--- config.mk ---
export PLATFORM = sky130hd
export DESIGN_NAME = mhtk_ctrl
export DESIGN_NICKNAME = d
export VERILOG_FILES = /design/src/sv/mhtk_pkg.sv /design/src/sv/mhtk_ctrl.sv
export SDC_FILE = /design/constraint.sdc
export NUM_CORES = 1
export LEC_CHECK = 0
export BUFFER_PORTS_ARGS = -buffer_cell sky130_fd_sc_hd__clkbuf_2
export CAP_MARGIN = 20
export CORE_MARGIN = 1.5
export CORE_UTILIZATION = 46
export CTS_BUF_LIST = sky130_fd_sc_hd__clkbuf_16
export DETAILED_ROUTE_END_ITERATION = 8
export PLACE_DENSITY = 0.83
export SYNTH_ARGS = -nofsm -noshare
export SYNTH_HDL_FRONTEND = slang
export SYNTH_SLANG_ARGS = --single-unit
--- constraint.sdc ---
create_clock -name clock -period 2.4 [get_ports clock]
set_clock_uncertainty 0.05 [all_clocks]
set_input_delay 0.6 -clock clock [delete_from_list [all_inputs] [get_ports clock]]
set_output_delay 0.6 -clock clock [all_outputs]
set_load 0.03 [all_outputs]
--- src/sv/mhtk_pkg.sv ---
// Shared types and constants for the min-heap top-k selector.
package mhtk_pkg;

   // Store geometry and field widths.
   localparam int DEPTH      = 1024;
   localparam int COORD_BITS = 12;
   localparam int KEY_BITS   = 8;
   localparam int ADDR_BITS  = $clog2(DEPTH);
   localparam int CNT_BITS   = $clog2(DEPTH + 1);
   localparam int CHILD_BITS = ADDR_BITS + 2;
   localparam int INDEX_BITS = 10;
   localparam int CMD_BITS   = 3;
   localparam int STAT_BITS  = 2;

   // Command codes.
   localparam logic [CMD_BITS-1:0] CMD_CLEAR   = 3'd0;
   localparam logic [CMD_BITS-1:0] CMD_APPEND  = 3'd1;
   localparam logic [CMD_BITS-1:0] CMD_BUILD   = 3'd2;
   localparam logic [CMD_BITS-1:0] CMD_REPLACE = 3'd3;
   localparam logic [CMD_BITS-1:0] CMD_READ    = 3'd4;

   // Status codes.
   localparam logic [STAT_BITS-1:0] ST_OK    = 2'd0;
   localparam logic [STAT_BITS-1:0] ST_FULL  = 2'd1;
   localparam logic [STAT_BITS-1:0] ST_EMPTY = 2'd2;
   localparam logic [STAT_BITS-1:0] ST_RANGE = 2'd3;

   // One input item.
   typedef struct packed {
      logic [CMD_BITS-1:0]   cmd;
      logic [COORD_BITS-1:0] row;
      logic [COORD_BITS-1:0] col;
      logic [KEY_BITS-1:0]   value;
      logic [INDEX_BITS-1:0] index;
   } req_type;

   // One result item.
   typedef struct packed {
      logic [COORD_BITS-1:0] read_row;
      logic [COORD_BITS-1:0] read_col;
      logic [KEY_BITS-1:0]   read_value;
      logic [KEY_BITS-1:0]   root_value;
      logic [CNT_BITS-1:0]   count;
      logic [STAT_BITS-1:0]  status;
   } rsp_type;

   // One stored heap entry.
   typedef struct packed {
      logic [COORD_BITS-1:0] row;
      logic [COORD_BITS-1:0] col;
      logic [KEY_BITS-1:0]   key;
   } entry_type;

   // Commands from the controller to the datapath.
   typedef struct packed {
      logic dispatch;      // latch status of the held item, clear read fields
      logic clear_count;   // empty the store
      logic append;        // write item entry at the end, bump count
      logic build_init;    // parent counter takes count / 2
      logic p_step;        // step to the next parent down and read it
      logic load_cur;      // sifted entry takes the read data
      logic replace_init;  // sifted entry takes the item entry, position zero
      logic read_issue;    // read the entry at the item index
      logic capture_read;  // read fields take the read data
      logic read_left;     // read the left child
      logic take_left;     // hold the left child
      logic read_right;    // read the right child
      logic move_child;    // move the smaller child up, follow it down
      logic write_cur;     // place the sifted entry at its position
      logic finish;        // register the result and strobe it
   } dp_ctl_type;

   // Status from the datapath to the controller.
   typedef struct packed {
      logic [CMD_BITS-1:0]  cmd;
      logic [STAT_BITS-1:0] status;
      logic                 count_ge2;
      logic                 p_zero;
      logic                 lc_ok;
      logic                 rc_ok;
      logic                 pick_any;
   } dp_stat_type;

endpackage

--- src/sv/mhtk_ctrl.sv ---
// Controller state machine sequencing commands, heap build and sift-down.
module mhtk_ctrl (
   input  logic                 clock,
   input  logic                 reset,
   input  logic                 accept,
   input  mhtk_pkg::dp_stat_type st,
   output mhtk_pkg::dp_ctl_type  ctl,
   output logic                 busy
);
   import mhtk_pkg::*;

   typedef enum logic [9:0] {
      S_IDLE     = 10'b00_0000_0001,
      S_DISPATCH = 10'b00_0000_0010,
      S_BLD_NEXT = 10'b00_0000_0100,
      S_BLD_LOAD = 10'b00_0000_1000,
      S_SD_LC    = 10'b00_0001_0000,
      S_SD_LW    = 10'b00_0010_0000,
      S_SD_CMP   = 10'b00_0100_0000,
      S_SD_DONE  = 10'b00_1000_0000,
      S_RD_WAIT  = 10'b01_0000_0000,
      S_RESP     = 10'b10_0000_0000
   } state_type;

   state_type state_ff, state_in;

   // Next state and datapath commands.
   always_comb begin
      state_in = state_ff;
      ctl      = '0;
      case (state_ff)
         S_IDLE: begin
            if (accept) begin
               state_in = S_DISPATCH;
            end
         end
         S_DISPATCH: begin
            ctl.dispatch = 1'b1;
            state_in     = S_RESP;
            case (st.cmd)
               CMD_CLEAR: begin
                  ctl.clear_count = 1'b1;
               end
               CMD_APPEND: begin
                  ctl.append = (st.status == ST_OK);
               end
               CMD_BUILD: begin
                  if (st.count_ge2) begin
                     ctl.build_init = 1'b1;
                     state_in       = S_BLD_NEXT;
                  end
               end
               CMD_REPLACE: begin
                  if (st.status == ST_OK) begin
                     ctl.replace_init = 1'b1;
                     state_in         = S_SD_LC;
                  end
               end
               CMD_READ: begin
                  if (st.status == ST_OK) begin
                     ctl.read_issue = 1'b1;
                     state_in       = S_RD_WAIT;
                  end
               end
               default: begin
                  state_in = S_RESP;
               end
            endcase
         end
         S_BLD_NEXT: begin
            if (st.p_zero) begin
               state_in = S_RESP;
            end else begin
               ctl.p_step = 1'b1;
               state_in   = S_BLD_LOAD;
            end
         end
         S_BLD_LOAD: begin
            ctl.load_cur = 1'b1;
            state_in     = S_SD_LC;
         end
         S_SD_LC: begin
            if (st.lc_ok) begin
               ctl.read_left = 1'b1;
               state_in      = S_SD_LW;
            end else begin
               state_in = S_SD_DONE;
            end
         end
         S_SD_LW: begin
            ctl.take_left  = 1'b1;
            ctl.read_right = st.rc_ok;
            state_in       = S_SD_CMP;
         end
         S_SD_CMP: begin
            if (st.pick_any) begin
               ctl.move_child = 1'b1;
               state_in       = S_SD_LC;
            end else begin
               state_in = S_SD_DONE;
            end
         end
         S_SD_DONE: begin
            ctl.write_cur = 1'b1;
            state_in      = (st.cmd == CMD_BUILD) ? S_BLD_NEXT : S_RESP;
         end
         S_RD_WAIT: begin
            ctl.capture_read = 1'b1;
            state_in         = S_RESP;
         end
         S_RESP: begin
            ctl.finish = 1'b1;
            state_in   = S_IDLE;
         end
         default: begin
            state_in = S_IDLE;
         end
      endcase
   end

   // State register.
   always_ff @(posedge clock) begin
      if (reset) begin
         state_ff <= S_IDLE;
      end else begin
         state_ff <= state_in;
      end
   end

   assign busy = (state_ff != S_IDLE);

endmodule

==> results of run 1 <==
cell usage after synthesis (2+ instances only):
cell	number	area, µm²
nor4b_1	2	17.5
o211ai_1	2	15.0
nand3_1	2	10.0
nand2_1	3	11.3
nand4b_1	2	17.5
and4b_1	2	20.0
inv_1	8	30.0
nor2b_1	3	18.8
nor4_1	2	12.5
and2_1	2	12.5
nor3_1	5	25.0
dfxtp_1	10	200
nor2_1	15	56.3
a21oi_1	2	10.0
and3_2	2	15.0
nor3b_1	2	15.0
final timing paths:
check         startpoint           to  slack (ps)  cells past startpoint
min reg2reg  state_ff[0]  state_ff[1]         570                      2
min                reset  state_ff[5]         500                      2
max          state_ff[0]       ctl[4]          20                      5
max reg2reg  state_ff[8]  state_ff[9]         580                      6
metrics by stage:
stage | setup WS [ps] | area [µm²]
after floorplan | 35.5 | 736
after global placement | 138 | 925
after detailed placement | 95.6 | 925
after CTS | 1.27 | 1050
after global routing | -24.8 | 1120
final | 21.5 | 1120
where the power goes:
| group | leakage (nW) | switching (mW) | internal (mW) |
|---|---|---|---|
| clock | 0.0370 | 0.0755 | 0.216 |
| sequential | 0.0823 | 0.00456 | 0.170 |
| combinational | 0.415 | 0.0448 | 0.0336 |
metal layers:
metal	global-route usage [%]	vias to the layer above	share of wire [%]
met5	0	-	0
met4	13.8	0	1.8
met3	3.40	5	6.4
met2	41.2	39	53
met1	28.5	408	39
li1	-	419	-
layout make-up:
| class | count | area [µm²] |
|---|---|---|
| multi-input cells | 71 | 526 |
| fillers | 112 | 372 |
| repair buffers | 40 | 259 |
| flip-flops and latches | 10 | 205 |
| clock buffers | 3 | 75.1 |
| inverters | 8 | 32.5 |
| well taps | 16 | 20.0 |
what timing repair did:
item	in CTS	in global routing
resized for setup	8	26
endpoints found under the setup margin	7	8
buffers inserted	3	3
cloned	0	0
pin swaps	3	9
cells by family (layout without fill, tap and decap cells):
group,Yosys count,after routing,share of synthesized area [%]
and+or+nand+nor,56,56,49.1
AOI/OAI and AO/OA,13,13,14.5
DFF,10,10,27.6
buffers and inverters,10,51,6.39
xor gates and xnor gates,2,2,2.42
==> key figures, run 1 <==
GRT
  • Vias in the first global route: 805
  • All-Layer GR Usage: 24.2%
  • Initial antenna violation count: 0
  • Pin count of the biggest net entering global routing: 9
  • Aggregate global routing overflow: 0
  • First-pass GRT wire length: 3.35 mm

Cells and area
  • Area Growth Syn to Fin: 54.2%
  • Layout cells sized above 1: 50.0%
  • Ant. Diodes: 0
  • Final Core Density: 75.0%
  • Register with the most flip-flops: state_ff
  • Most common cell after layout, fill and taps aside: clkbuf_2
  • Largest register FFs: 10
  • Most frequent cells in the layout: clkbuf_2 (21), buf_4 (16), nor2_1 (13)
  • Fin nets: 147
  • Non-Filler Instances: 148
  • Largest registers: state_ff x10

Setup path
  • WP data required: 1750 ps
  • Largest stage delay on the critical path: 330 ps
  • CP max FO: 5
  • Most frequent CP cell: buf_4
  • CP Capture Type: primary output
  • Crit start category: flip-flop
  • CP Class: reg2out
  • Top Family by Delay on Critical Path: simple AND/OR/NAND/NOR gates
  • Slowest CP cell: dfxtp_1
  • Worst path cell trace: or2_4 -> nor4b_4 -> and4b_1 -> buf_4 -> buf_4
  • Arr. time, crit path: 1730 ps
  • Buf/Inv on CP: 2

STA
  • Final period utilization: 99.1%
  • Slew headroom: 70.1%
  • Sum of negative setup slack: 0 ps
  • Highest clock rate: 420 MHz
  • Worst slew pin tran: 448 ps
  • Final Hold Viols: 0
  • Min Tclk post-route: 2380 ps
  • Fin. max-slew vios: 0
  • Worst hold slack: 503 ps
  • Setup-failing EPs final: 0

Yosys
  • Warnings from Yosys: 0
  • Post-Syn Instances: 91
  • Post-synthesis cell area: 724 µm²
  • Number of flops mapped to enable cells by yosys: 0
  • Mapped Avg Cell Area: 7.96 µm²
  • Synthesized Nets: 104
  • Main synth FF type: dfxtp_1
  • Yosys cell types: 43
  • Register area share after synthesis: 27.6%
  • Asr flop ratio synth: 0%
  • Yosys reg bits: 10

Job
  • Max-cap violations: 0

Route
  • Final ANT Viol Nets: 0
  • DRC Markers: 0
  • Vias per cell: 5.89
  • DR pass1 iterations: 4
  • Vias: 871
  • Final WL: 2.18 mm
  • First DRT Iteration DRCs: 17
  • Drt wl/cell: 14.7 µm

CTS
  • # H-tree levels: 1
  • Clk pin slew, worst setup/hold paths: 40 ps
  • Post-CTS Hold Fix Bufs: 0
  • CTS tree: yes
  • Clk_lat worst skew: 240 ps
  • Root buffer cell: clkbuf_16
  • Sink Count: 10
  • CTS max path bufs: 2
  • TritonCTS buffer count: 3

Placement
  • Placed cell count: 139
  • Post-DP HPWL: 1.50 mm
  • GP Congestion: 0.880
  • PortBufs: 28

Floorplanning
  • Rows: 14
  • Io pins: 29
  • Die Footprint: 1820 µm²
  • Die width: 42.7 µm
  • Starting Density: 48.7%
  • CORE AREA: 1490 µm²
  • Die Ht: 42.7 µm

Pwr
  • Max IR drop VDD: 0.311 mV
  • Pwr/cell area: 487 nW/µm²
  • Pleak: 0.534 nW
  • Tot Pwr: 0.544 mW

Run status
  • Status: completed

Worst hold path
  • Hold Crit Class: in2reg
(Power assumes the default switching activity.)
==> inputs of run 2 (changes only) <==
CELL_PAD_IN_SITES_DETAIL_PLACEMENT = 0   (was unset)
CELL_PAD_IN_SITES_GLOBAL_PLACEMENT = 1   (was unset)
CORE_UTILIZATION = 33   (was 46)
PLACE_DENSITY = 0.84   (was 0.83)
==> run 2 against run 1 <==
The flow now finishes with violations (negative setup slack). Global-route usage shrank 4.9 points. Clock power is essentially flat. Sequential share of layout area about the same. Critical path type unchanged. Critical endpoint is now ctl[10]. Largest cell class unchanged. Largest power group unchanged. Highest routed layer unchanged.
==> key figures, run 2 (same netlist as run 1, synthesis figures left out) <==
GRT
  • Initial antenna violation count: 0 (unchanged)
  • Vias in the first global route: 853 (+6.0%)
  • Aggregate global routing overflow: 0 (unchanged)
  • Pin count of the biggest net entering global routing: 9 (unchanged)
  • First-pass GRT wire length: 3.59 mm (+7.2%)
  • All-Layer GR Usage: 19.3% (-4.9 points)

CTS
  • Clk_lat worst skew: 240 ps (about the same)
  • Root buffer cell: clkbuf_16
  • Sink Count: 10 (unchanged)
  • # H-tree levels: 1 (unchanged)
  • Clk pin slew, worst setup/hold paths: 40 ps (about the same)
  • CTS tree: yes
  • CTS max path bufs: 2 (unchanged)
  • Post-CTS Hold Fix Bufs: 0 (unchanged)
  • TritonCTS buffer count: 3 (unchanged)

STA
  • RSZ-0062 raised after global routing: yes
  • Final Hold Viols: 0 (unchanged)
  • Final period utilization: 101% (+1.6 points)
  • Min Tclk post-route: 2420 ps (+38.0 ps)
  • Sum of negative setup slack: -16.5 ps (-16.5 ps)
  • Worst slew pin tran: 416 ps (-32.2 ps)
  • Fin. max-slew vios: 0 (unchanged)
  • Slack of the critical path: -16.5 ps (-38.0 ps)
  • Setup-failing EPs final: 1 (+1)
  • Worst hold slack: 496 ps (-6.36 ps)
  • Slew headroom: 72.3% (+2.2 points)
  • Highest clock rate: 414 MHz (-1.6%)

Cells and area
  • Largest register FFs: 10 (unchanged)
  • Multi-input gate area: 529 µm² (+0.71%)
  • Storage cell area: 214 µm² (+4.3%)
  • Fin nets: 150 (+2.0%)
  • Largest registers: state_ff x10
  • Most frequent cells in the layout: clkbuf_2 (23), buf_4 (16), nor2_1 (14)
  • Final Core Density: 57.7% (-17 points)
  • Fill cell count: 184 (+64%)
  • Register with the most flip-flops: state_ff
  • Area Growth Syn to Fin: 61.0%
  • Most common cell after layout, fill and taps aside: clkbuf_2
  • Layout cells sized above 1: 52.6% (+2.6 points)
  • Ant. Diodes: 0 (unchanged)

Pwr
  • Tot Pwr: 0.554 mW (+1.9%)
  • Max IR drop VDD: 0.279 mV (-10%)
  • Pleak: 0.558 nW (+4.5%)
  • Pwr/cell area: 475 nW/µm² (-2.3%)

Route
  • Vias per cell: 5.34 (-9.3%)
  • DR pass1 iterations: 4 (unchanged)
  • Final ANT Viol Nets: 0 (unchanged)
  • Vias: 865 (-0.69%)
  • DRC Markers: 0 (unchanged)
  • First DRT Iteration DRCs: 19 (+2)
  • Drt wl/cell: 13.0 µm (-12%)
  • Final WL: 2.11 mm (-3.2%)

Placement
  • GP Congestion: 0.816 (-7.3%)
  • PortBufs: 28 (unchanged)
  • Post-DP HPWL: 1.51 mm (+0.88%)
  • Worst slack, placed: 109 ps (+13.4 ps)

Floorplanning
  • Io pins: 29 (unchanged)
  • Die Ht: 49.9 µm (+17%)
  • Die width: 49.9 µm (+17%)
  • Starting Density: 35.8% (-13 points)
  • Rows: 16 (+2)
  • CORE AREA: 2020 µm² (+36%)
  • Die Footprint: 2490 µm² (+36%)

Run status
  • Status: finished, violations left
  • Failing checks: negative setup slack

Setup path
  • Arr. time, crit path: 1770 ps (+40 ps)
  • CP Class: reg2out
  • CP max FO: 3 (-2)
  • WP data required: 1750 ps (about the same)
  • Crit start category: flip-flop
  • CP Capture Type: primary output

Job
  • Max-cap violations: 0 (unchanged)

Worst hold path
  • Hold Crit Class: in2reg
==> run 2: cell types whose count changed in the layout (fill, tap and decap cells not counted), sizes merged <==
| cell | delta |
|---|---|
| buf | +1 |
| clkbuf | +2 |
==> run 2: worst max-delay path, cell delays in order (launching register included) <==
cell and delay [ps]:
dfxtp_4 340, or2_4 270, buf_6 120, or4b_4 520, nor2_1 120, buf_4 160
==> run 2: area by class of cell <==
class | count | share of cell area (%)
Inverter | 8 | 2.58
Multi-Input combinational cell | 71 | 45.4
Clock buffer | 3 | 6.44
Tap cell | 27 | 2.90
Sequential cell | 10 | 18.3
Timing Repair Buffer | 43 | 24.4
==> run 2: per-layer routing <==
layer  GRT usage (%)  up-vias  part of all wire (%)
met4            9.72        0                   2.3
met1            19.9      409                    43
met5               0        -                     0
met2            36.0       28                    50
li1                -      423                     -
met3            4.24        5                   4.3
==> run 2: repair_timing <==
| item | in CTS | in global routing |
|---|---|---|
| gates cloned | 0 | 0 |
| setup buffers | 3 | 3 |
| pin swaps | 3 | 9 |
| resized for setup | 14 | 19 |
| setup endpoints to repair | 5 | 6 |
==> run 2: report_power, final <==
part           leakage (nW)  internal (mW)  switching, mW
logic                 0.438         0.0418         0.0471
clock network        0.0370          0.216         0.0761
registers            0.0836          0.170        0.00374
total                 0.558          0.427          0.127
==> run 2: stage by stage <==
stage / area [µm²] / cells
2_1_floorplan: 736 / 91
3_3_place_gp: 961 / 153
3_5_place_dp: 961 / 153
4_1_cts: 1100 / 159
5_1_grt: 1170 / 162
6_report: 1170 / 162
==> run 2: path summary, 6_finish.rpt <==
kind               start           to  slack, ps  depth (start not counted)
min reg2reg  state_ff[7]  state_ff[7]        540                          2
max          state_ff[0]      ctl[10]        -20                          5
max reg2reg  state_ff[0]  state_ff[9]        540                          6
min                reset  state_ff[5]        500                          2
==> inputs of run 3 (changes only) <==
clock period = 2.6 ns   (was 2.4 ns; I/O delays follow)
==> run 3 against run 2 <==
Via count down 7.9%. The run now ends clean. Highest routed layer unchanged. Sequential share of layout area up 1.8 points. Largest cell class unchanged. First-iteration DRC count down 63%. Clock-buffer cell count unchanged. Core utilization down 7.5 points. Setup slack better by 110 ps. Critical path depth unchanged. Hold slack worse by 4.8 ps. Sequential power down 6%. Clock power down 8.6%.
==> key figures, run 3 (same netlist as run 1, synthesis figures left out) <==
Run status
  • Status: completed

Setup path
  • Slowest CP cell: or4_1
  • End of the critical path: ctl[7]
  • Crit Reg-Reg Startpoint: state_ff[7]
  • Crit start category: flip-flop
  • CP Capture Type: primary output
  • Setup slack, reg-to-reg: 850 ps (+310 ps)
  • Arr. time, crit path: 1810 ps (+40 ps)
  • R2R depth: 5 (-1)
  • Worst setup startpoint: state_ff[7]
  • Worst path cell trace: nor3_4 -> nand4_1 -> or4_1 -> inv_1 -> clkbuf_4
  • WP data required: 1900 ps (+150 ps)
  • CP Class: reg2out
  • CP max FO: 7 (+4)
  • Largest stage delay on the critical path: 520 ps (about the same)
  • R2R Path End: state_ff[9]

STA
  • Fin. max-slew vios: 0 (unchanged)
  • Highest clock rate: 398 MHz
  • Min Tclk post-route: 2510 ps
  • Worst slew pin tran: 422 ps (+6.51 ps)
  • Worst hold slack: 492 ps (-4.79 ps)
  • Final Hold Viols: 0 (unchanged)
  • Final period utilization: 96.5%
  • Setup-failing EPs final: 0 (-1)
  • Slew headroom: 71.8% (-0.43 points)

CTS
  • TritonCTS buffer count: 3 (unchanged)
  • CTS tree: yes
  • CTS max path bufs: 2 (unchanged)
  • # H-tree levels: 1 (unchanged)
  • Clk_lat worst skew: 240 ps (about the same)
  • Clk pin slew, worst setup/hold paths: 40 ps (about the same)
  • Root buffer cell: clkbuf_16
  • Sink Count: 10 (unchanged)

GRT
  • Initial antenna violation count: 0 (unchanged)
  • First-pass GRT wire length: 3.23 mm (-10%)
  • Vias in the first global route: 728 (-15%)
  • All-Layer GR Usage: 17.4% (-1.9 points)
  • Pin count of the biggest net entering global routing: 10 (+1)
  • Met2 Use GR: 25.6% (-10 points)
  • Most used routing layer: met2
  • GR Util met3: 3.64% (-0.61 points)
  • Aggregate global routing overflow: 0 (unchanged)
  • Met1 usage in global routing: 21.8% (+1.9 points)

Pwr
  • Sequential power share: 32.9% (+1.6 points)
  • Max IR drop VDD: 0.261 mV (-6.6%)
  • Combinational share of power: 12.7% (-3.3 points)
  • Pwr/cell area: 484 nW/µm² (+1.9%)
  • Pleak: 0.481 nW (-14%)
  • Switching power: 0.109 mW (-14%)
  • P_int: 0.382 mW (-11%)
  • Power share of the clock group: 54.4% (+1.7 points)
  • Switching Share: 22.1% (-0.75 points)

Cells and area
  • Largest registers: state_ff x10
  • Fin nets: 139 (-7.3%)
  • Layout cells sized above 1: 41.1% (-11 points)
  • Register with the most flip-flops: state_ff
  • Area Growth Syn to Fin: 39.9%
  • Fill cell count: 202 (+9.8%)
  • Most common cell after layout, fill and taps aside: clkbuf_2
  • Largest register FFs: 10 (unchanged)
  • Ant. Diodes: 0 (unchanged)
  • Most frequent cells in the layout: clkbuf_2 (25), nor2_1 (14), inv_1 (8)
  • Design area: 1010 µm² (-13%)

Route
  • Drt wl/cell: 12.8 µm (-1.6%)
  • Vias: 797 (-7.9%)
  • Final ANT Viol Nets: 0 (unchanged)
  • DR pass1 iterations: 3 (-1)
  • Vias per cell: 5.28 (-1.1%)
  • Final WL: 1.93 mm (-8.3%)
  • First DRT Iteration DRCs: 7 (-12)
  • DRC Markers: 0 (unchanged)

Placement
  • Post-DP HPWL: 1.40 mm (-7.1%)
  • GP Congestion: 0.858 (+5.1%)
  • Placed inst area: 897 µm² (-6.6%)
  • PortBufs: 28 (unchanged)

Floorplanning
  • CORE AREA: 2020 µm² (unchanged)
  • Io pins: 29 (unchanged)
  • Starting Density: 35.8% (unchanged)
  • Rows: 16 (unchanged)
  • Die width: 49.9 µm (unchanged)
  • Die Footprint: 2490 µm² (unchanged)
  • Die Ht: 49.9 µm (unchanged)

Worst hold path
  • Hold Crit Class: reg2reg

Job
  • Max-cap violations: 0 (unchanged)
## run 3: cell types whose count changed in the layout (fill, tap and decap cells not counted), moves of 2 or more
| cell | previous run | this run |
|---|---|---|
| clkbuf_2 | 23 | 25 |
| buf_4 | 16 | 5 |
| dfxtp_1 | 5 | 7 |
| buf_6 | 3 | 0 |
| dfxtp_4 | 3 | 0 |
| clkbuf_4 | 0 | 2 |
## run 3: per-stage QoR
stage,utilization (%),total power [mW],setup WS [ps],setup TNS [ps],instances
floorplan,-,0.201,19.2,0,91
global placement,44.4,0.223,237,0,146
detailed placement,44.4,0.225,231,0,146
CTS,48.7,0.496,44.6,0,149
global route,50.1,0.515,-18.3,-34.3,151
finish,50.1,0.491,90.5,0,151
## run 3: worst min-delay path by stage
stage | cells past startpoint | end | startpoint
4_1_cts | 1 | state_ff[7] | state_ff[7]
3_3_place_gp | 2 | state_ff[1] | state_ff[0]
2_1_floorplan | 2 | state_ff[7] | state_ff[7]
6_report | 1 | state_ff[7] | state_ff[7]
5_1_grt | 1 | state_ff[7] | state_ff[7]
3_5_place_dp | 2 | state_ff[1] | state_ff[0]
## run 3: what timing repair did
action	4_1_cts	5_1_grt
hold buffers	0	0
endpoints found under the hold margin	0	0
setup buffers	0	2
resized for setup	4	7
pin swaps	2	2
endpoints found under the setup margin	2	5
## run 3: routing by layer
layer  up-vias  wire [µm]
li1        402          -
met1       363        871
met2        25        890
met3         7         95
met4         0         73
met5         -          0
## run 3: cell type report
class,count,area (µm²),share of cell area [%]
flip-flops and latches,10,204,20.1
inverters,8,30.0,2.96
multi-input cells,71,493,48.6
well taps,27,33.8,3.33
repair buffers,32,178,17.5
clock buffers,3,75.1,7.41
## run 3: worst max-delay path, delay by kind of cell (launching register included)
kind	cells	cell delay, ps
DFF	1	360
and+or+nand+nor	3	960
buffers and inverters	2	250
## run 3: power by group through the flow
stage	combinational [mW]	clock [mW]	sequential, mW
after floorplan	0.0376	0	0.163
after global placement	0.0600	0	0.163
after detailed placement	0.0608	0	0.164
after CTS	0.0621	0.272	0.161
after global routing	0.0689	0.284	0.162
final	0.0623	0.267	0.162
